==> src/gbl_pkg.sv <==
// Package for the geographic bit-mask lookup block: field widths, codes,
// the queued command type and the effective-width helper.
// No dependencies; every other file but gbl_ram refers to it by scoped names.
`timescale 1ns / 1ps

package gbl_pkg;

	// Field widths
	localparam int LAT_W     = 32;
	localparam int LON_W     = 40;
	localparam int LROW_W    = 11;
	localparam int IDX_W     = 9;
	localparam int DATA_W    = 8;
	localparam int WIDTH_W   = 13;
	localparam int BPD_W     = 20;
	localparam int STATUS_W  = 3;
	localparam int CFG_IDX_W = 1;
	localparam int CFG_DATA_W = 20;

	// Stream packing of the request word, lowest field first
	localparam int LAT_LSB   = 0;
	localparam int LON_LSB   = LAT_LSB + LAT_W;
	localparam int LROW_LSB  = LON_LSB + LON_W;
	localparam int IDX_LSB   = LROW_LSB + LROW_W;
	localparam int DATA_LSB  = IDX_LSB + IDX_W;
	localparam int S_FIELDS_W = DATA_LSB + DATA_W;
	localparam int S_TDATA_W = ((S_FIELDS_W + 7) / 8) * 8;
	localparam int M_TDATA_W = ((STATUS_W + 7) / 8) * 8;

	localparam int MAX_COLS_DEFAULT = 4096;

	// Arithmetic
	localparam int FRAC_SHIFT = 36;
	localparam int MUL_A_W    = LAT_W + 1;
	localparam int MUL_B_W    = BPD_W + 1;
	localparam int MUL_P_W    = MUL_A_W + MUL_B_W;
	localparam int LON_SPLIT  = 20;
	localparam int LO_PROD_W  = LON_SPLIT + BPD_W;
	localparam int HI_PROD_W  = (LON_W - LON_SPLIT) + BPD_W;
	localparam int COL_SUM_W  = LON_W + BPD_W;
	localparam int FL_W       = COL_SUM_W - FRAC_SHIFT;
	localparam int ROW_W      = WIDTH_W - 1;
	localparam int ROWQ_W     = MUL_P_W - 1 - FRAC_SHIFT;
	localparam int MOD_BITS   = 4;
	localparam int MOD_STEPS  = FL_W / MOD_BITS;
	localparam int MOD_CNT_W  = $clog2(MOD_STEPS);
	localparam logic signed [MUL_A_W-1:0] LAT_NORTH = MUL_A_W'(90 * (1 << 20));

	localparam int QUEUE_DEPTH = 2;

	typedef enum logic {
		OP_LOAD  = 1'b0,
		OP_QUERY = 1'b1
	} opcode_t;

	typedef enum logic [CFG_IDX_W-1:0] {
		REG_MASK_WIDTH      = 1'b0,
		REG_BITS_PER_DEGREE = 1'b1
	} cfg_reg_t;

	typedef enum logic [STATUS_W-1:0] {
		ST_CLEAR          = 3'd0,
		ST_SET            = 3'd1,
		ST_OUT_OF_RANGE   = 3'd2,
		ST_NOT_CONFIGURED = 3'd3,
		ST_LOAD_DONE      = 3'd4,
		ST_LOAD_BAD       = 3'd5
	} status_t;

	typedef enum logic [1:0] {
		CMD_LOAD_OK,
		CMD_LOAD_BAD,
		CMD_NOT_CFG,
		CMD_QUERY
	} cmd_kind_t;

	typedef enum logic [3:0] {
		B_IDLE,
		B_DECODE,
		B_MUL_ROW,
		B_CHK_ROW,
		B_MUL_HI,
		B_ACC,
		B_ABS,
		B_MOD,
		B_FIX,
		B_ADDR,
		B_READ,
		B_DONE
	} back_state_t;

	typedef struct packed {
		cmd_kind_t                 kind;
		logic signed [LAT_W-1:0]   latitude;
		logic signed [LON_W-1:0]   longitude;
		logic [LROW_W-1:0]         load_row;
		logic [IDX_W-1:0]          load_byte_index;
		logic [DATA_W-1:0]         load_data;
	} cmd_t;

	// Configured width clamped to the store's column count
	function automatic logic [WIDTH_W-1:0] eff_width(input logic [WIDTH_W-1:0] mw,
		input int max_cols);
		if (int'(mw) > max_cols)
			return WIDTH_W'(max_cols);
		return mw;
	endfunction

endpackage

==> src/gbl_queue.sv <==
// Short command queue between front end and back end.
// Depends on gbl_pkg for the command type and depth.
`timescale 1ns / 1ps

module gbl_queue (
	input  logic          clk,
	input  logic          arst_n,
	input  logic          push,
	input  gbl_pkg::cmd_t push_cmd,
	input  logic          pop,
	output gbl_pkg::cmd_t head,
	output logic          full,
	output logic          empty
);

	localparam int PTR_W = (gbl_pkg::QUEUE_DEPTH > 1) ? $clog2(gbl_pkg::QUEUE_DEPTH) : 1;
	localparam int CNT_W = $clog2(gbl_pkg::QUEUE_DEPTH + 1);

	gbl_pkg::cmd_t    slot_q [gbl_pkg::QUEUE_DEPTH];
	logic [PTR_W-1:0] wr_ptr_q;
	logic [PTR_W-1:0] rd_ptr_q;
	logic [CNT_W-1:0] count_q;
	logic             do_push;
	logic             do_pop;

	assign full    = count_q == CNT_W'(gbl_pkg::QUEUE_DEPTH);
	assign empty   = count_q == '0;
	assign do_push = push && !full;
	assign do_pop  = pop && !empty;
	assign head    = slot_q[rd_ptr_q];

	always_ff @(posedge clk or negedge arst_n) begin
		if (!arst_n) begin
			wr_ptr_q <= '0;
			rd_ptr_q <= '0;
			count_q  <= '0;
		end else begin
			if (do_push)
				wr_ptr_q <= (wr_ptr_q == PTR_W'(gbl_pkg::QUEUE_DEPTH - 1)) ? '0 : wr_ptr_q + 1'b1;
			if (do_pop)
				rd_ptr_q <= (rd_ptr_q == PTR_W'(gbl_pkg::QUEUE_DEPTH - 1)) ? '0 : rd_ptr_q + 1'b1;
			if (do_push && !do_pop)
				count_q <= count_q + 1'b1;
			else if (do_pop && !do_push)
				count_q <= count_q - 1'b1;
		end
	end

	always_ff @(posedge clk) begin
		if (do_push)
			slot_q[wr_ptr_q] <= push_cmd;
	end

endmodule

==> config.mk <==
export PLATFORM = sky130hd
export DESIGN_NAME = gbl_queue
export DESIGN_NICKNAME = d
export VERILOG_FILES = /design/src/gbl_pkg.sv /design/src/gbl_queue.sv
export SDC_FILE = /design/constraint.sdc
export NUM_CORES = 1
export LEC_CHECK = 0
export BUFFER_PORTS_ARGS = -buffer_cell sky130_fd_sc_hd__buf_2
export CAP_MARGIN = 25
export CORE_MARGIN = 10
export CORE_UTILIZATION = 52
export DETAILED_ROUTE_END_ITERATION = 12
export PLACE_DENSITY = 0.83
export SLEW_MARGIN = 15
export SYNTH_ARGS = -nofsm -noshare
export SYNTH_HDL_FRONTEND = slang
export SYNTH_SLANG_ARGS = --single-unit
==> constraint.sdc <==
create_clock -name clk -period 7.86 [get_ports clk]
set_input_delay 0.786 -clock clk [delete_from_list [all_inputs] [get_ports clk]]
set_output_delay 0.786 -clock clk [all_outputs]
set_load 0.05 [all_outputs]
# Word level (Yosys, flattened, before mapping)

Memories as Yosys holds them, arrays and structs flattened.
Index checks and enable logic that the tools add are counted.

Add/sub/neg operators: 4
Equal/unequal tests: 1
Multiplexer cells: 6
Reduce and logical (&&, ||, !) cells: 10

Operators by type and width:

| cell                  | count |
|---|---|
| $logic_and A1 B1 Y1   | 4 |
| $logic_not A1 Y1      | 4 |
| $mux W1               | 4 |
| $mux W2               | 2 |
| $add A1 B1 Y1 const B | 2 |
| $add A2 B1 Y2 const B | 1 |
| $eq A2 B2 Y1 const B  | 1 |
| $logic_not A2 Y1      | 1 |
| $reduce_bool A2 Y1    | 1 |
| $sub A2 B1 Y2 const B | 1 |

Bits in registers: 4
Memory bits (writable): 204
Output and inout bits: 104
Word-level logic and storage cells: 25
Memories kept: 1

Memories:

| memory | words | bits a word | read ports | clocked after memory_dff | wr ports | RTL line        | text |
|---|---|---|---|---|---|---|---|
| slot_q | 2     | 102         | 1          | 0                        | 1        | gbl_queue.sv:19 | `gbl_pkg::cmd_t slot_q [gbl_pkg::QUEUE_DEPTH];` |

# Logic depth before layout (Yosys ltp)

Depth in word-level cells: 7
Gate-level depth with buffers: 7
Gate-level depth less buffers: 7

# Worst setup path after synthesis

OpenSTA, ideal clock, no wires.

Kind: in2reg
From: input port push
To: memory slot_q[0][0] in the netlist's numbering, enable pin
Setup time: 0.564 ns
Data arrival time: 5.120 ns
Data required time: 7.296 ns
Path slack: 2.177 ns
Stages on the path: 2
Path through: nand2_1 nor2_1

Cells in the longest elaborated chain, start to end: 3

Ends and longest elaborated chain:

| item                          | RTL line        | text |
|---|---|---|
| from (decl)                   | gbl_queue.sv:8  | `input logic push,` |
| $logic_and A1 B1 Y1           | gbl_queue.sv:28 | `assign do_push = push && !full;` |
| $mux W1                       | gbl_queue.sv:50 | `if (do_push)` |
| $mux W1 (implied by the code) | gbl_queue.sv:51 | `slot_q[wr_ptr_q] <= push_cmd;` |
| to (decl)                     | gbl_queue.sv:19 |  |

Every way passes these cells.

==> results by stage <==
Run status:
- The flow ran to the end, and the final reports show no timing, DRC or antenna violations.

Timing:
- The count of endpoints failing hold in the final timing report is 0.
- In this run the tightest slew margin relative to its limit is 44.9%.
- The worst clock skew is 10.5 ps.
- The maximum frequency from static timing analysis is 0.286 GHz.
- Setup repair after global routing left no endpoint under its margin.
- The number of max-slew violations in the final report is 0.
- Dividing the final minimum period by the clock period gives 44.5%.
- The setup TNS after final layout is 0 ps.
- The worst path needs 3500 ps of the cycle, external delays included.
- At the pin with the least slew margin, the transition time is 826 ps.
- The number of setup violations in the final report is 0.

Worst setup path:
- The worst setup path is launched from a flip-flop.
- The critical path is of the flip-flop to output pin type.
- Data arrives at the worst endpoint at 2710 ps.
- For the worst setup path, the data required time is 7070 ps.
- The kind of end point of the critical path is an output pin.
- Along the worst path, the maximum fanout reaches 63.

Flow run:
- The tool flagged a number of max-cap violations equal to 0.

GRT:
- The first-pass GRT wire length is 23.6 mm.
- The residual overflow from global routing is 0.
- The overall routing resource usage is 14.7%.
- The via count of the first global-routing pass is 4433.
- The largest net degree at the start of global routing is 64.
- The number of antenna violations at the first check in global routing is 4.

Detailed routing:
- Using the TritonRoute via totals, the vias-per-cell ratio works out to 5.08.
- Dividing the detail-routed wire length by the instance count gives 20.0 um.
- Across all layers, the routed design uses 3873 vias.
- After detailed routing, the total wire length is 15.3 mm.
- Once detail routing completed, the nets flagged for antenna violations numbered 0.
- The number of optimization iterations in the first detailed-route pass is 4.
- After the first detailed-routing iteration, the DRC count stood at 234.
- In the routed design, unresolved DRC markers number 0.

Place:
- The placed wire-length estimate is 10.6 mm.
- Routability-driven placement finished with a final weighted congestion of 0.733.
- Buffers placed on the I/O ports in this run total 209.

Power:
- In this run the static leakage power is 3.55 nW.
- IR analysis of the VDD net gives a maximum drop of 332 uV.
- After layout, the design draws a total of 4.23 mW.
- The areal power density over the cells is 449 nW/um^2.

Logic synthesis:
- The synthesized design contains 208 register bits.
- The mapped netlist covers 7570 um^2.
- Summed over all instances, the cell type with the most area after synthesis is sky130_fd_sc_hd__edfxtp_1.
- The synthesized netlist net count is 443.
- Of the post-synthesis cell area, the dominant cell type holds 80.9%.
- The distinct cell type count after synthesis is 15.
- The sequential share of the synthesized area is 82.2%.
- After synthesis, the cell types taking the most area are sky130_fd_sc_hd__edfxtp_1 81%, sky130_fd_sc_hd__mux2_2 15%, sky130_fd_sc_hd__dfrtp_1 1.3%.
- The average size of a mapped cell is 22.5 um^2.
- Yosys printed 0 warnings.
- The gate count of the mapped netlist is 336.

Clock network:
- CTS placed an instance of sky130_fd_sc_hd__clkbuf_16 at the clock tree root.
- The insertion delay of the later-clocked pin in the worst-skew pair is 480 ps.
- CTS saw 208 sinks.
- The quantity of gates resized following cts is 0.
- The depth of the CTS H-tree is 1.
- The number of clock buffers added by TritonCTS is 21.
- The number of post-CTS setup repair buffers is 0.
- After clock tree synthesis, the clock-pin slew on the worst setup and hold paths is 60 ps.
- Hold repair after CTS inserted 0 buffers.
- TritonCTS built the clock tree.
- In this run the deepest clock path goes through 3 buffers.

Final layout:
- In the layout the commonest cells are 209 x sky130_fd_sc_hd__buf_2, 204 x sky130_fd_sc_hd__edfxtp_1, 102 x sky130_fd_sc_hd__mux2_2.
- The sequential cell area in the final layout is 6230 um^2.
- The number of fill cells is 984.
- In the final layout, the multi-input gates occupy 1250 um^2.
- The layout overhead on the synthesized area is 24.4%.
- The most common cell after layout, fill and taps aside is sky130_fd_sc_hd__buf_2.
- The layout cell share with drive strength beyond 1 is 60.1%.
- The final layout net count is 668.

Floorplanning:
- The floorplan step defined a die boundary enclosing 19800 um^2.
- The top-level I/O count is 210.
- The core region is 14400 um^2.
- In this run the core area contains 44 standard-cell rows.
- In this run the vertical extent of the chip is 141 um.
- The initial utilization of the core area, before any placement, comes to 52.5%.
- In this run the horizontal extent of the chip is 141 um.

Hold path:
- The classification of the worst-slack hold path is primary input to asynchronous set/reset pin.
cells in the mapped netlist, drive strengths merged:
cell / n
nor2: 3
xor2: 2
nand2b: 1
dfrtp: 4
o21ai: 1
nand2: 1
edfxtp: 204
xnor2: 3
mux2: 102
and3: 1
ha: 1
inv: 2
buf: 11
cells by family (layout without fill, tap and decap cells):
| family | Yosys count | count (layout) | share of synthesized area (%) |
|---|---|---|---|
| xor+xnor | 5 | 5 | 0.578 |
| other cells | 0 | 4 | 0 |
| flops | 208 | 208 | 82.2 |
| simple gates | 6 | 6 | 0.364 |
| compound gates | 1 | 1 | 0.0660 |
| mux | 102 | 102 | 15.2 |
| buf+inv | 13 | 251 | 1.44 |
| fa+ha+maj | 1 | 1 | 0.165 |
final cells by class:
cell class              instances  share of cell area [%]
multi-input cells             115                    13.3
well taps                     184                    2.44
flip-flops and latches        208                    66.1
repair buffers                213                    11.4
inverters                       2                  0.0797
diodes                          4                   0.106
clock inverters                10                   0.784
clock buffers                  26                    5.78
path summary, 6_finish.rpt:
kind	cells after the start	slack, ps	from	to
min reg2reg	1	530	count_q[1]$_DFFE_PN0P_	count_q[1]$_DFFE_PN0P_
max	3	4360	rd_ptr_q$_DFFE_PN0P_	head[89]
min in group clk	1	490	push_cmd[60]	slot_q[0][60]$_DFFE_PP_
max in group asynchronous	1	7610	arst_n	rd_ptr_q$_DFFE_PN0P_
min	1	100	arst_n	count_q[0]$_DFFE_PN0P_
max reg2reg	3	5480	count_q[0]$_DFFE_PN0P_	slot_q[1][36]$_DFFE_PP_
routing by layer:
layer  vias up  wire [um]  track usage, %
met2       153       7690            25.0
met3        34       1510            6.18
met1      1902       5740            16.6
met5         -          0               0
li1       1784          -               -
met4         0        332            4.51
worst max-delay path: stages, from the launching register on:
cell	delay, ps
sky130_fd_sc_hd__dfrtp_4	760
sky130_fd_sc_hd__buf_4	720
sky130_fd_sc_hd__mux2_2	430
sky130_fd_sc_hd__buf_2	220
power breakdown:
part | leakage, nW | switching, mW | internal (mW)
clock | 0.305 | 0.376 | 0.522
combinational | 1.30 | 1.26 | 0.454
sequential | 1.94 | 0.0985 | 1.52
total | 3.55 | 1.74 | 2.50
flip-flops by register name, summed over array words and instances (netlist names):
name / cells
rd_ptr_q: 1
wr_ptr_q: 1
slot_q: 204
count_q: 2
metrics by stage:
step | util [%] | cell area (um^2) | hold slack (ps) | setup slack [ps] | cells
final | 65.3 | 9420 | 103 | 4360 | 762
after global routing | 65.3 | 9420 | 89.3 | 4210 | 760
after CTS | 65.2 | 9410 | 81.9 | 4330 | 758
after detailed placement | 61.0 | 8790 | 517 | 4850 | 722
after global placement | 61.0 | 8790 | 496 | 4870 | 722
after floorplan | - | 7570 | 461 | 2180 | 336
No activity file was read; power rests on OpenSTA's default activity.
