==> config.mk <==
export PLATFORM = sky130hd
export DESIGN_NAME = gbl_front
export DESIGN_NICKNAME = d
export VERILOG_FILES = /design/src/gbl_pkg.sv /design/src/gbl_front.sv
export SDC_FILE = /design/constraint.sdc
export NUM_CORES = 1
export LEC_CHECK = 0
export ABC_CLOCK_PERIOD_IN_PS = 3550
export BUFFER_PORTS_ARGS = -buffer_cell sky130_fd_sc_hd__buf_2
export CORE_AREA = 2 2 88 90
export DETAILED_ROUTE_END_ITERATION = 7
export DIE_AREA = 0 0 90 92
export PLACE_DENSITY = 0.65
export SYNTH_ARGS = -nofsm -noshare
export SYNTH_HDL_FRONTEND = slang
export SYNTH_SLANG_ARGS = --single-unit
==> constraint.sdc <==
create_clock -name vclk -period 3.55
set_input_delay 0.1775 -clock vclk [all_inputs]
set_output_delay 0.1775 -clock vclk [all_outputs]
set_load 0.02 [all_outputs]
==> src/gbl_pkg.sv <==
// Package for the geographic bit-mask lookup block: field widths, codes,
// the queued command type and the effective-width helper.
// No dependencies; every other file but gbl_ram refers to it by scoped names.
`timescale 1ns / 1ps

package gbl_pkg;

	// Field widths
	localparam int LAT_W     = 32;
	localparam int LON_W     = 40;
	localparam int LROW_W    = 11;
	localparam int IDX_W     = 9;
	localparam int DATA_W    = 8;
	localparam int WIDTH_W   = 13;
	localparam int BPD_W     = 20;
	localparam int STATUS_W  = 3;
	localparam int CFG_IDX_W = 1;
	localparam int CFG_DATA_W = 20;

	// Stream packing of the request word, lowest field first
	localparam int LAT_LSB   = 0;
	localparam int LON_LSB   = LAT_LSB + LAT_W;
	localparam int LROW_LSB  = LON_LSB + LON_W;
	localparam int IDX_LSB   = LROW_LSB + LROW_W;
	localparam int DATA_LSB  = IDX_LSB + IDX_W;
	localparam int S_FIELDS_W = DATA_LSB + DATA_W;
	localparam int S_TDATA_W = ((S_FIELDS_W + 7) / 8) * 8;
	localparam int M_TDATA_W = ((STATUS_W + 7) / 8) * 8;

	localparam int MAX_COLS_DEFAULT = 4096;

	// Arithmetic
	localparam int FRAC_SHIFT = 36;
	localparam int MUL_A_W    = LAT_W + 1;
	localparam int MUL_B_W    = BPD_W + 1;
	localparam int MUL_P_W    = MUL_A_W + MUL_B_W;
	localparam int LON_SPLIT  = 20;
	localparam int LO_PROD_W  = LON_SPLIT + BPD_W;
	localparam int HI_PROD_W  = (LON_W - LON_SPLIT) + BPD_W;
	localparam int COL_SUM_W  = LON_W + BPD_W;
	localparam int FL_W       = COL_SUM_W - FRAC_SHIFT;
	localparam int ROW_W      = WIDTH_W - 1;
	localparam int ROWQ_W     = MUL_P_W - 1 - FRAC_SHIFT;
	localparam int MOD_BITS   = 4;
	localparam int MOD_STEPS  = FL_W / MOD_BITS;
	localparam int MOD_CNT_W  = $clog2(MOD_STEPS);
	localparam logic signed [MUL_A_W-1:0] LAT_NORTH = MUL_A_W'(90 * (1 << 20));

	localparam int QUEUE_DEPTH = 2;

	typedef enum logic {
		OP_LOAD  = 1'b0,
		OP_QUERY = 1'b1
	} opcode_t;

	typedef enum logic [CFG_IDX_W-1:0] {
		REG_MASK_WIDTH      = 1'b0,
		REG_BITS_PER_DEGREE = 1'b1
	} cfg_reg_t;

	typedef enum logic [STATUS_W-1:0] {
		ST_CLEAR          = 3'd0,
		ST_SET            = 3'd1,
		ST_OUT_OF_RANGE   = 3'd2,
		ST_NOT_CONFIGURED = 3'd3,
		ST_LOAD_DONE      = 3'd4,
		ST_LOAD_BAD       = 3'd5
	} status_t;

	typedef enum logic [1:0] {
		CMD_LOAD_OK,
		CMD_LOAD_BAD,
		CMD_NOT_CFG,
		CMD_QUERY
	} cmd_kind_t;

	typedef enum logic [3:0] {
		B_IDLE,
		B_DECODE,
		B_MUL_ROW,
		B_CHK_ROW,
		B_MUL_HI,
		B_ACC,
		B_ABS,
		B_MOD,
		B_FIX,
		B_ADDR,
		B_READ,
		B_DONE
	} back_state_t;

	typedef struct packed {
		cmd_kind_t                 kind;
		logic signed [LAT_W-1:0]   latitude;
		logic signed [LON_W-1:0]   longitude;
		logic [LROW_W-1:0]         load_row;
		logic [IDX_W-1:0]          load_byte_index;
		logic [DATA_W-1:0]         load_data;
	} cmd_t;

	// Configured width clamped to the store's column count
	function automatic logic [WIDTH_W-1:0] eff_width(input logic [WIDTH_W-1:0] mw,
		input int max_cols);
		if (int'(mw) > max_cols)
			return WIDTH_W'(max_cols);
		return mw;
	endfunction

endpackage

==> src/gbl_front.sv <==
// Request front end: unpacks the stream word, checks load addresses and
// configuration, and pushes a classified command. Depends on gbl_pkg.
`timescale 1ns / 1ps

module gbl_front #(
	parameter int MAX_COLS = gbl_pkg::MAX_COLS_DEFAULT
) (
	input  logic                               s_tvalid,
	output logic                               s_tready,
	input  logic [gbl_pkg::S_TDATA_W-1:0]      s_tdata,
	input  logic                               s_tuser,
	input  logic [gbl_pkg::WIDTH_W-1:0]        mask_width,
	input  logic                               q_full,
	output logic                               q_push,
	output gbl_pkg::cmd_t                      q_cmd
);

	logic [gbl_pkg::WIDTH_W-1:0] w;
	logic                        row_bad;
	logic                        idx_bad;
	gbl_pkg::cmd_t               cmd;

	assign w = gbl_pkg::eff_width(mask_width, MAX_COLS);

	always_comb begin
		cmd.latitude        = $signed(s_tdata[gbl_pkg::LAT_LSB +: gbl_pkg::LAT_W]);
		cmd.longitude       = $signed(s_tdata[gbl_pkg::LON_LSB +: gbl_pkg::LON_W]);
		cmd.load_row        = s_tdata[gbl_pkg::LROW_LSB +: gbl_pkg::LROW_W];
		cmd.load_byte_index = s_tdata[gbl_pkg::IDX_LSB +: gbl_pkg::IDX_W];
		cmd.load_data       = s_tdata[gbl_pkg::DATA_LSB +: gbl_pkg::DATA_W];

		// Rows stop at half the width; bytes at the rounded-up width / 8
		row_bad = gbl_pkg::ROW_W'(cmd.load_row) >= gbl_pkg::ROW_W'(w >> 1);
		idx_bad = (gbl_pkg::WIDTH_W + 1)'(cmd.load_byte_index)
			>= (((gbl_pkg::WIDTH_W + 1)'(w) + (gbl_pkg::WIDTH_W + 1)'(7)) >> 3);

		if (gbl_pkg::opcode_t'(s_tuser) == gbl_pkg::OP_QUERY) begin
			cmd.kind = (w == '0) ? gbl_pkg::CMD_NOT_CFG : gbl_pkg::CMD_QUERY;
		end else begin
			cmd.kind = (row_bad || idx_bad) ? gbl_pkg::CMD_LOAD_BAD : gbl_pkg::CMD_LOAD_OK;
		end
	end

	assign s_tready = !q_full;
	assign q_push   = s_tvalid && !q_full;
	assign q_cmd    = cmd;

endmodule

== Yosys cells after proc, flatten, opt, wreduce, memory -nomap -nowiden ==
Index checks and enable logic that the tools add are counted.
Storage, ports and cells
  ROM bits: 0
  flip-flop bits (word level): 0
  RAM bits: 0
  output and inout port bits: 104
  bits in latches: 0
  input bits: 120
  memories kept: 0
Cells by class
  $lt $le $gt $ge: 3
  add/subtract/negate cells: 1
  reductions and logical operators: 4
  bitwise operators: 0
  shift operators: 0
  equality and inequality tests: 0
  multiply operators: 0
  div/mod/pow operators: 0
  muxes and demuxes: 6
Operator list (count)
  13-bit two-way mux: 2
  13-bit by 3-bit adder with 14-bit output, second input constant: 1
  13-bit > comparator, second input constant: 1
  13-bit zero test: 1
  11-bit by 12-bit >= comparator with 1-bit output: 1
  9-bit by 11-bit >= comparator with 1-bit output: 1
  1-bit two-way mux: 3
  2-bit two-way mux: 1
  1-bit logical AND: 1
  1-bit zero test: 1
  1-bit logical OR: 1

== Logic depth before layout (Yosys ltp) ==
Gate-level depths: netlist (run 1).
  depth in word-level cells: 8
  gate-level depth with buffers: 11
  depth with buffers taken out: 11

== Worst setup path after synthesis (run 1) ==
No wires, ideal clock.
  kind: input-to-output
  start: in mask_width[0] (netlist bit)
  end: out q_cmd[100] (netlist bit)
  buffers on the path: 0
  arrival: 2172 ps
  stages on the path: 11
  required time: 3372 ps
  slack: 1201 ps
  path through: or3_4 > nand4_4 > nor2_4 > nand2_1 > xnor2_1 > ha_1 > a211oi_1 > o211ai_1 > a21oi_1 > a211oi_1 > o41a_1
RTL lines
  start, declared: line gbl_front.sv:12  | input logic [gbl_pkg::WIDTH_W-1:0] mask_width,
  end, declared: line gbl_front.sv:15  | output gbl_pkg::cmd_t q_cmd

==> results of run 1 <==
-- metal layers --
metal  wire, um  up-vias  GRT usage
met1       1179      445    0.07589
met5          0        -          0
met2       1669       58     0.1385
met3        428       34    0.02794
met4        225        0    0.04231
li1           -      481          -
-- cell families after synthesis --
family                   count (synthesis)
AO/OA/AOI/OAI                           18
adder cells (fa/ha/maj)                 20
buffers and inverters                  111
XOR/XNOR                                 8
AND/OR/NAND/NOR                         44
-- path summary, 6_finish.rpt --
path	startpoint	endpoint	slack (ns)	cells after the start
max	mask_width[12]	q_cmd[100]	0.76	13
min	s_tdata[52]	q_cmd[48]	0.36	0
-- cell usage in the layout, fill, tap and decap left out --
cell	instances
buf_2	60
ha_1	20
inv_1	9
nand2b_1	8
nor2_1	7
nand2_1	7
xnor2_1	7
nor2b_1	5
nand3_1	5
nor3_1	4
a21oi_1	4
a211oi_1	4
o211ai_1	3
nand4_1	2
a211o_1	2
o21ai_0	2
nor4_1	1
or3_4	1
nor2b_4	1
nand4_4	1
nor2_4	1
nor3b_1	1
xor2_1	1
o21a_1	1
a31oi_1	1
o41a_1	1
-- cell type report --
type                            count  area, um2  area share
Inverter                            9      33.78     0.02888
Multi-Input combinational cell     90      708.2      0.6053
Tap cell                          102      127.6      0.1091
Timing Repair Buffer               60      300.3      0.2567
-- through the flow --
step	hold WS [ns]	instance area, um2	utilization
after floorplan	0.4316	1504	-
after global placement	0.3551	1170	0.1571
after detailed placement	0.3551	1170	0.1571
after CTS	0.3551	1170	0.1571
after global routing	0.3550	1170	0.1571
final	0.3550	1170	0.1571
-- power breakdown --
| group | switching [mW] | internal (mW) | leakage (nW) |
|---|---|---|---|
| Clock | 0 | 0 | 0 |
| Sequential | 0 | 0 | 0 |
| Combinational | 0.0773 | 0.0590 | 0.543 |
| Total | 0.0773 | 0.0590 | 0.543 |
-- critical path: cells and delay by family --
kind | cells | cell delay (ns)
AO/OA/AOI/OAI | 5 | 0.97
XOR/XNOR | 1 | 0.14
adder cells (fa/ha/maj) | 1 | 0.31
buffers and inverters | 2 | 0.36
AND/OR/NAND/NOR | 4 | 0.65
==> qor.txt, run 1 <==
Global-route wire length before repair: 5.133 mm
Yosys top cell area share: 0.5042
Die Span Y: 92 um
Cells after synthesis: 201
Critical Path Max Stage Delay: 0.36 ns
Post-route ant nets: 0
Slew Limit Fails: 0
Tightest Pin Transition: 0.3065 ns
Hold crit path type: primary input to output pin
Relative slew slack: 0.7952
Ports: 224
Filler cells: 885
Share of the yosys chip area belonging to registers: 0
Worst Setup End Kind: output pin
Via Count: 1018
Placed cells: 261
Final Hold Fails: 0
Die width: 90 um
Initial antenna violation count: 0
Setup TNS: 0 ns
Vias in the first global route: 940
Avg WL per Cell: 13.42 um
Die ar.: 0.008280 mm2
Synth Area in Compound Gates: 0.08319
Peak Freq: 0.3580 GHz
Final min period: 2.793 ns
Post-route insts no fill: 261
Cts repair resizes: 0
# nets final: 301
Ys Warns: 0
Most common cell in the netlist: buf_4
CP max FO: 15
Critical path arrival: 2.62 ns
Core Area: 0.007447 mm2
RePlAce Congestion: 0.7750
Total grt overflow: 0
Pre-CTS setup slack: 0.7583 ns
# DRC: 0
PD cells: 116.6 mW/mm2
Unrepaired setup endpoints after global routing: false
Setup crit start kind: primary input
Area Growth Syn to Fin: -22.21%
P_leak: 0.5428 nW
I/O Buffers: 60
Post-synthesis cell type count: 27
Reg area: 0 um2
Max-cap violations: 0
Largest family of logic cells by synthesized area: buffers and inverters
Mapped cell area: 0.001504 mm2
Overall Global Routing Usage: 0.07650
CP Data Required Time: 3.37 ns
# clk buffers: 0
Peak supply drop: 14.34 uV
Multiplexer share of the synthesized area: 0
Cell taking the most area after synthesis: buf_4
Routed WL: 3.503 mm
Worst-path cell chain: buf_2, nor2b_1, nand3_1, nor2_4, nand2_1, xnor2_1, ha_1, a211oi_1, o211ai_1, a21oi_1, a211oi_1, o41a_1, buf_2
DRT Pass-1 Iters: 4
Pwr Total: 136.4 uW
Setup violators final: 0
Final period utilization: 0.7869
1st-iter DRT viols: 20
Sequential cell count: 0
Share of cells above drive strength 1: 0.4025
Row cnt: 32
Critical path class: primary input to output pin
Post-synthesis simple-gate area fraction: 0.1747
Synth Net Count: 341
Syn avg cell area: 7.482 um2
Post-synth top cells: buf_4, ha_1, inv_1
Synth Area in Adders: 0.1664
DP HPWL: 3.204 mm
Status: complete, no violations
Final WS setup: 0.7565 ns
Slowest cell on crit path: o41a_1
Fraction of synthesized cell area in xor and xnor cells: 0.04659
Vias per inst: 3.900
Initial core utilization: 0.2019
Cts hold-fix bufs: 0
Largest net degree at the start of global routing: 16
Post-CTS setup buffer count: 0
# diodes: 0
Dominant cells by area after synthesis: buf_4, ha_1, xnor2_1, nand2b_1, inv_1
Note: power is estimated with default switching activity, not from simulation.
==> run 2: changes to the inputs <==
==> config.mk (replaced) <==
export PLATFORM = sky130hd
export DESIGN_NAME = gbl_front
export DESIGN_NICKNAME = d
export VERILOG_FILES = /design/src/gbl_pkg.sv /design/src/gbl_front.sv
export SDC_FILE = /design/constraint.sdc
export NUM_CORES = 1
export LEC_CHECK = 0
export ABC_CLOCK_PERIOD_IN_PS = 2550
export BUFFER_PORTS_ARGS = -buffer_cell sky130_fd_sc_hd__buf_2
export CORE_AREA = 2 2 86 88
export DETAILED_ROUTE_END_ITERATION = 7
export DIE_AREA = 0 0 88 90
export PLACE_DENSITY = 0.69
export SYNTH_ARGS = -nofsm -noshare
export SYNTH_HDL_FRONTEND = slang
export SYNTH_SLANG_ARGS = --single-unit
==> constraint.sdc (replaced) <==
create_clock -name vclk -period 2.55
set_input_delay 0.1275 -clock vclk [all_inputs]
set_output_delay 0.1275 -clock vclk [all_outputs]
set_load 0.02 [all_outputs]
==> qor.txt, run 2 (same netlist as run 1, synthesis figures left out) <==
Final period utilization: 0.9869
CP Data Required Time: 2.42 ns (-0.95 ns)
Final min period: 2.517 ns
Area Growth Syn to Fin: -14.56%
Tightest Pin Transition: 0.4178 ns (+0.1113 ns)
Hold crit path type: primary input to output pin
1st-iter DRT viols: 25 (+25%)
Setup TNS: 0 ns (unchanged)
Max-cap violations: 0 (unchanged)
Slew Limit Fails: 0 (unchanged)
Commonest non-fill, non-tap cell in the layout: buf_2
I/O Buffers: 60 (unchanged)
Crit. Startpoint: mask_width[0]
Row cnt: 31 (-3.1%)
Via Count: 1087 (+6.8%)
Reg area: 0 um2 (unchanged)
Peak Freq: 0.3974 GHz
Final WS setup: 0.03340 ns (-0.7231 ns)
# nets final: 309 (+2.7%)
Ports: 224 (unchanged)
Cts hold-fix bufs: 0 (unchanged)
Die ar.: 0.007920 mm2 (-4.3%)
Overall Global Routing Usage: 0.07725 (+0.0007539)
Share of cells above drive strength 1: 0.4910 (+0.08850)
Dpl cell area: 0.001204 mm2 (+2.9%)
# clk buffers: 0 (unchanged)
P_leak: 0.5904 nW (+8.8%)
Pre-CTS setup slack: -0.1069 ns (-0.8652 ns)
Relative slew slack: 0.7193 (-0.07590)
Core Area: 0.007020 mm2 (-5.7%)
Largest net degree at the start of global routing: 10 (-6)
Worst Hold Launch: s_tdata[43]
Vias per inst: 4.071 (+4.4%)
Total grt overflow: 0 (unchanged)
Avg WL per Cell: 12.58 um (-6.2%)
Pwr Total: 214.8 uW (+58%)
Post-route ant nets: 0 (unchanged)
Final Hold Fails: 0 (unchanged)
Most frequent cells in the layout: buf_2, ha_1, inv_1
PD cells: 167.2 mW/mm2 (+43%)
CP max FO: 4 (-11)
Die width: 88 um (-2.2%)
Routed WL: 3.360 mm (-4.1%)
Worst Setup End Kind: output pin
Vias in the first global route: 1028 (+9.4%)
Status: complete, no violations
Initial core utilization: 0.2142 (+0.01227)
Critical path class: primary input to output pin
Global-route wire length before repair: 4.947 mm (-3.6%)
RePlAce Congestion: 0.8182 (+5.6%)
Sequential cell count: 0 (unchanged)
Placed cells: 263 (+0.77%)
Unrepaired setup endpoints after global routing: true
Peak supply drop: 26.47 uV (+85%)
Critical path arrival: 2.39 ns (-0.23 ns)
DP HPWL: 2.902 mm (-9.4%)
Initial antenna violation count: 0 (unchanged)
Setup violators final: 0 (unchanged)
Setup crit start kind: primary input
# DRC: 0 (unchanged)
Design area: 0.001285 mm2 (+9.8%)
Post-route insts no fill: 267 (+2.3%)
DRT Pass-1 Iters: 6 (+2)
Die Span Y: 90 um (-2.2%)
-- run 2: cell count changes in the layout (fill, tap and decap cells not counted), moves of 2 or more --
cell / delta
buf_4: +8
ha_1: -2
a211oi_2: +2
a211oi_1: -2
a21oi_1: -2
a21oi_2: +2
-- run 2: timing repair --
action,4_1_cts,5_1_grt
setup endpoints to repair,1,1
buffers inserted,3,0
pin swaps,5,7
resized for setup,5,7
-- run 2: worst max-delay path: stages --
cell	delay, ns
buf_2	0.10
or3_4	0.42
nand4_4	0.10
nor2_4	0.05
nand2_1	0.07
xnor2_1	0.13
ha_1	0.28
a211oi_2	0.21
o211ai_1	0.13
a21oi_2	0.15
a211oi_2	0.07
o41a_1	0.39
buf_6	0.14
-- run 2: where the power goes --
part	internal [mW]	leakage (nW)	total, mW	switching, mW
logic	0.0967	0.590	0.215	0.118
clock network	0.0000000524	0.00000634	0.0000000524	0
registers	0	0	0	0
-- run 2: layout make-up --
class / count / area, um2
fill: 790 / 5736
multi-input combinational: 90 / 758.2
timing repair buffer: 68 / 366.6
tap: 99 / 123.9
inverter: 9 / 33.78
antenna: 1 / 2.502
-- run 2: path summary, 6_finish.rpt --
path	slack [ns]	endpoint	cells past startpoint
hold / removal	0.26	q_cmd[39]	0
setup / recovery	0.03	q_cmd[100]	13
-- run 2: routing by layer --
layer / up-vias / global-route usage / share of wire
met5: - / 0 / 0
met4: 0 / 0.03333 / 0.043
met3: 26 / 0.02112 / 0.12
met2: 75 / 0.1319 / 0.46
met1: 488 / 0.08815 / 0.38
li1: 498 / - / -
-- run 2: through the flow --
step | hold WS [ns] | util
after CTS | 0.2551 | 0.1777
after global placement | 0.2551 | 0.1714
after floorplan | 0.3316 | -
after global routing | 0.2550 | 0.1827
final | 0.2550 | 0.1830
after detailed placement | 0.2551 | 0.1714
==> run 3: changes to the inputs <==
--- a/config.mk
+++ b/config.mk
@@ -5,12 +5,13 @@
 export SDC_FILE = /design/constraint.sdc
 export NUM_CORES = 1
 export LEC_CHECK = 0
-export ABC_CLOCK_PERIOD_IN_PS = 2550
+export ABC_CLOCK_PERIOD_IN_PS = 2060
 export BUFFER_PORTS_ARGS = -buffer_cell sky130_fd_sc_hd__buf_2
 export CORE_AREA = 2 2 86 88
 export DETAILED_ROUTE_END_ITERATION = 7
 export DIE_AREA = 0 0 88 90
 export PLACE_DENSITY = 0.69
+export REMOVE_ABC_BUFFERS = 1
 export SYNTH_ARGS = -nofsm -noshare
 export SYNTH_HDL_FRONTEND = slang
 export SYNTH_SLANG_ARGS = --single-unit
==> constraint.sdc (replaced) <==
create_clock -name vclk -period 2.06
set_input_delay 0.103 -clock vclk [all_inputs]
set_output_delay 0.103 -clock vclk [all_outputs]
set_load 0.02 [all_outputs]
==> qor.txt, run 3 (same netlist as run 1, synthesis figures left out) <==
Tightest Pin Transition: 0.3631 ns (-0.05463 ns)
Commonest non-fill, non-tap cell in the layout: buf_2
Overall Global Routing Usage: 0.2757 (+0.1985)
Setup violators final: 1 (+1)
Initial antenna violation count: 1 (+1)
Vias per inst: 4.403 (+8.1%)
Status: complete, but fails checks
RePlAce Congestion: 0.9791 (+20%)
Critical Path Max Stage Delay: 0.42 ns (about the same)
Failing checks: negative setup slack
Sequential cell count: 0 (unchanged)
Setup crit start kind: primary input
Critical path class: primary input to output pin
Setup TNS: -0.4206 ns (-0.4206 ns)
Final period utilization: 1.204
Flop pwr share: 0 (unchanged)
Final min period: 2.481 ns
Stages on worst setup path: 13 (unchanged)
I/O Buffers: 60 (unchanged)
Area Growth Syn to Fin: -5.990%
Met1 usage: 0.09587 (+0.007713)
CP Data Required Time: 1.96 ns (-0.46 ns)
Peak supply drop: 40.21 uV (+52%)
Row cnt: 31 (unchanged)
DP HPWL: 11.11 mm (+280%)
CP max FO: 4 (unchanged)
Fin util: 0.2014 (+0.01836)
Setup crit end: q_cmd[100]
# nets final: 325 (+5.2%)
Filler cells: 799 (+1.1%)
Switch share: 0.5285 (-0.02123)
Routed WL: 11.43 mm (+240%)
Slew Limit Fails: 0 (unchanged)
Initial core utilization: 0.2142 (unchanged)
Max-cap violations: 0 (unchanged)
Via Count: 1246 (+15%)
Share of cells above drive strength 1: 0.5410 (+0.04997)
Final WS setup: -0.4206 ns (-0.4540 ns)
Crit. Startpoint: mask_width[0]
Comb pwr share: 1.000 (about the same)
Worst path bufs/invs: 2 (unchanged)
Critical path arrival: 2.38 ns (about the same)
Hold crit path type: primary input to output pin
Most used routing layer in global routing: met2
1st-iter DRT viols: 48 (+92%)
GRT met3 Usage: 0.3618 (+0.3407)
Global-route wire length before repair: 13.72 mm (+180%)
Multi-input combinational cell area: 754.5 um2 (-0.49%)
Reg area: 0 um2 (unchanged)
Total grt overflow: 0 (unchanged)
Peak Freq: 0.4031 GHz
Most frequent cells in the layout: buf_2, buf_4, ha_1
Family with the most delay on the worst path: compound AO/OA/AOI/OAI gates
Relative slew slack: 0.7560 (+0.03670)
Pre-CTS setup slack: -0.5024 ns (-0.3955 ns)
# clk buffers: 0 (unchanged)
Pint: 137.2 uW (+42%)
Core Area: 0.007020 mm2 (unchanged)
Post-route ant nets: 0 (unchanged)
Unrepaired setup endpoints after global routing: true
Clock Power Share: 0 (unchanged)
Avg WL per Cell: 40.39 um (+220%)
Final Hold Fails: 0 (unchanged)
Die width: 88 um (unchanged)
Met2 Use GR: 0.5518 (+0.4198)
Slowest cell on crit path: or3_4
Worst Setup End Kind: output pin
Worst-path cell chain: buf_6, or3_4, nand4_4, nor2_4, nand2_2, xnor2_2, ha_1, a211oi_2, o211ai_1, a21oi_2, a211oi_2, o41a_1, buf_6
Vias in the first global route: 1252 (+22%)
Die Span Y: 90 um (unchanged)
PD cells: 205.9 mW/mm2 (+23%)
Die ar.: 0.007920 mm2 (unchanged)
Sw power: 153.8 uW (+30%)
P_leak: 0.6800 nW (+15%)
# DRC: 0 (unchanged)
Ports: 224 (unchanged)
Cts hold-fix bufs: 0 (unchanged)
Largest net degree at the start of global routing: 11 (+1)
DRT Pass-1 Iters: 4 (-2)
==> run 3: changes by cell type in the layout (fill, tap and decap cells not counted), moves of 2 or more <==
| cell | change |
|---|---|
| buf_4 | +16 |
| buf_2 | -2 |
| buf_6 | +2 |
| ha_1 | +2 |
==> run 3: area by class of cell <==
| type | count | area share |
|---|---|---|
| tap | 99 | 0.08761 |
| multi-input combinational | 90 | 0.5336 |
| inverter | 9 | 0.02389 |
| antenna | 1 | 0.001770 |
| timing repair buffer | 84 | 0.3531 |
==> run 3: repair_timing <==
item                                    CTS  global route
gates cloned                              0             0
buffers inserted                          1             1
resized for setup                        10             5
endpoints found under the setup margin    1             1
pin swaps                                10             9
==> run 3: per-stage QoR <==
step	power (mW)	hold slack [ns]	instance area, um2	cells
4_1_cts	0.2873	0.2063	1383	281
6_report	0.2911	0.2061	1414	283
3_5_place_dp	0.2736	0.2063	1331	280
2_1_floorplan	0.1059	0.2060	742.0	99
5_1_grt	0.3201	0.2061	1411	282
3_3_place_gp	0.2653	0.2063	1331	280
==> run 3: power groups by stage <==
stage / logic (mW) / registers [mW] / clock network (mW)
after floorplan: 0.106 / 0 / 0
after global placement: 0.265 / 0 / 0
after detailed placement: 0.274 / 0 / 0
after CTS: 0.287 / 0 / 0
after global routing: 0.320 / 0 / 0
final: 0.291 / 0 / 0.0000000649
==> run 3: routing by layer <==
metal | part of all wire | vias up
met5 | 0 | -
met4 | 0.031 | 0
met3 | 0.29 | 10
met2 | 0.56 | 158
met1 | 0.12 | 541
li1 | - | 537
==> run 3: worst min path at each step <==
stage,startpoint,to,slack (ns),depth (start not counted)
6_report,s_tdata[30],q_cmd[98],0.21,0
5_1_grt,s_tdata[30],q_cmd[98],0.21,0
4_1_cts,s_tdata[32],q_cmd[28],0.21,0
3_5_place_dp,s_tdata[32],q_cmd[28],0.21,0
3_3_place_gp,s_tdata[32],q_cmd[28],0.21,0
2_1_floorplan,s_tdata[92],q_cmd[0],0.21,0
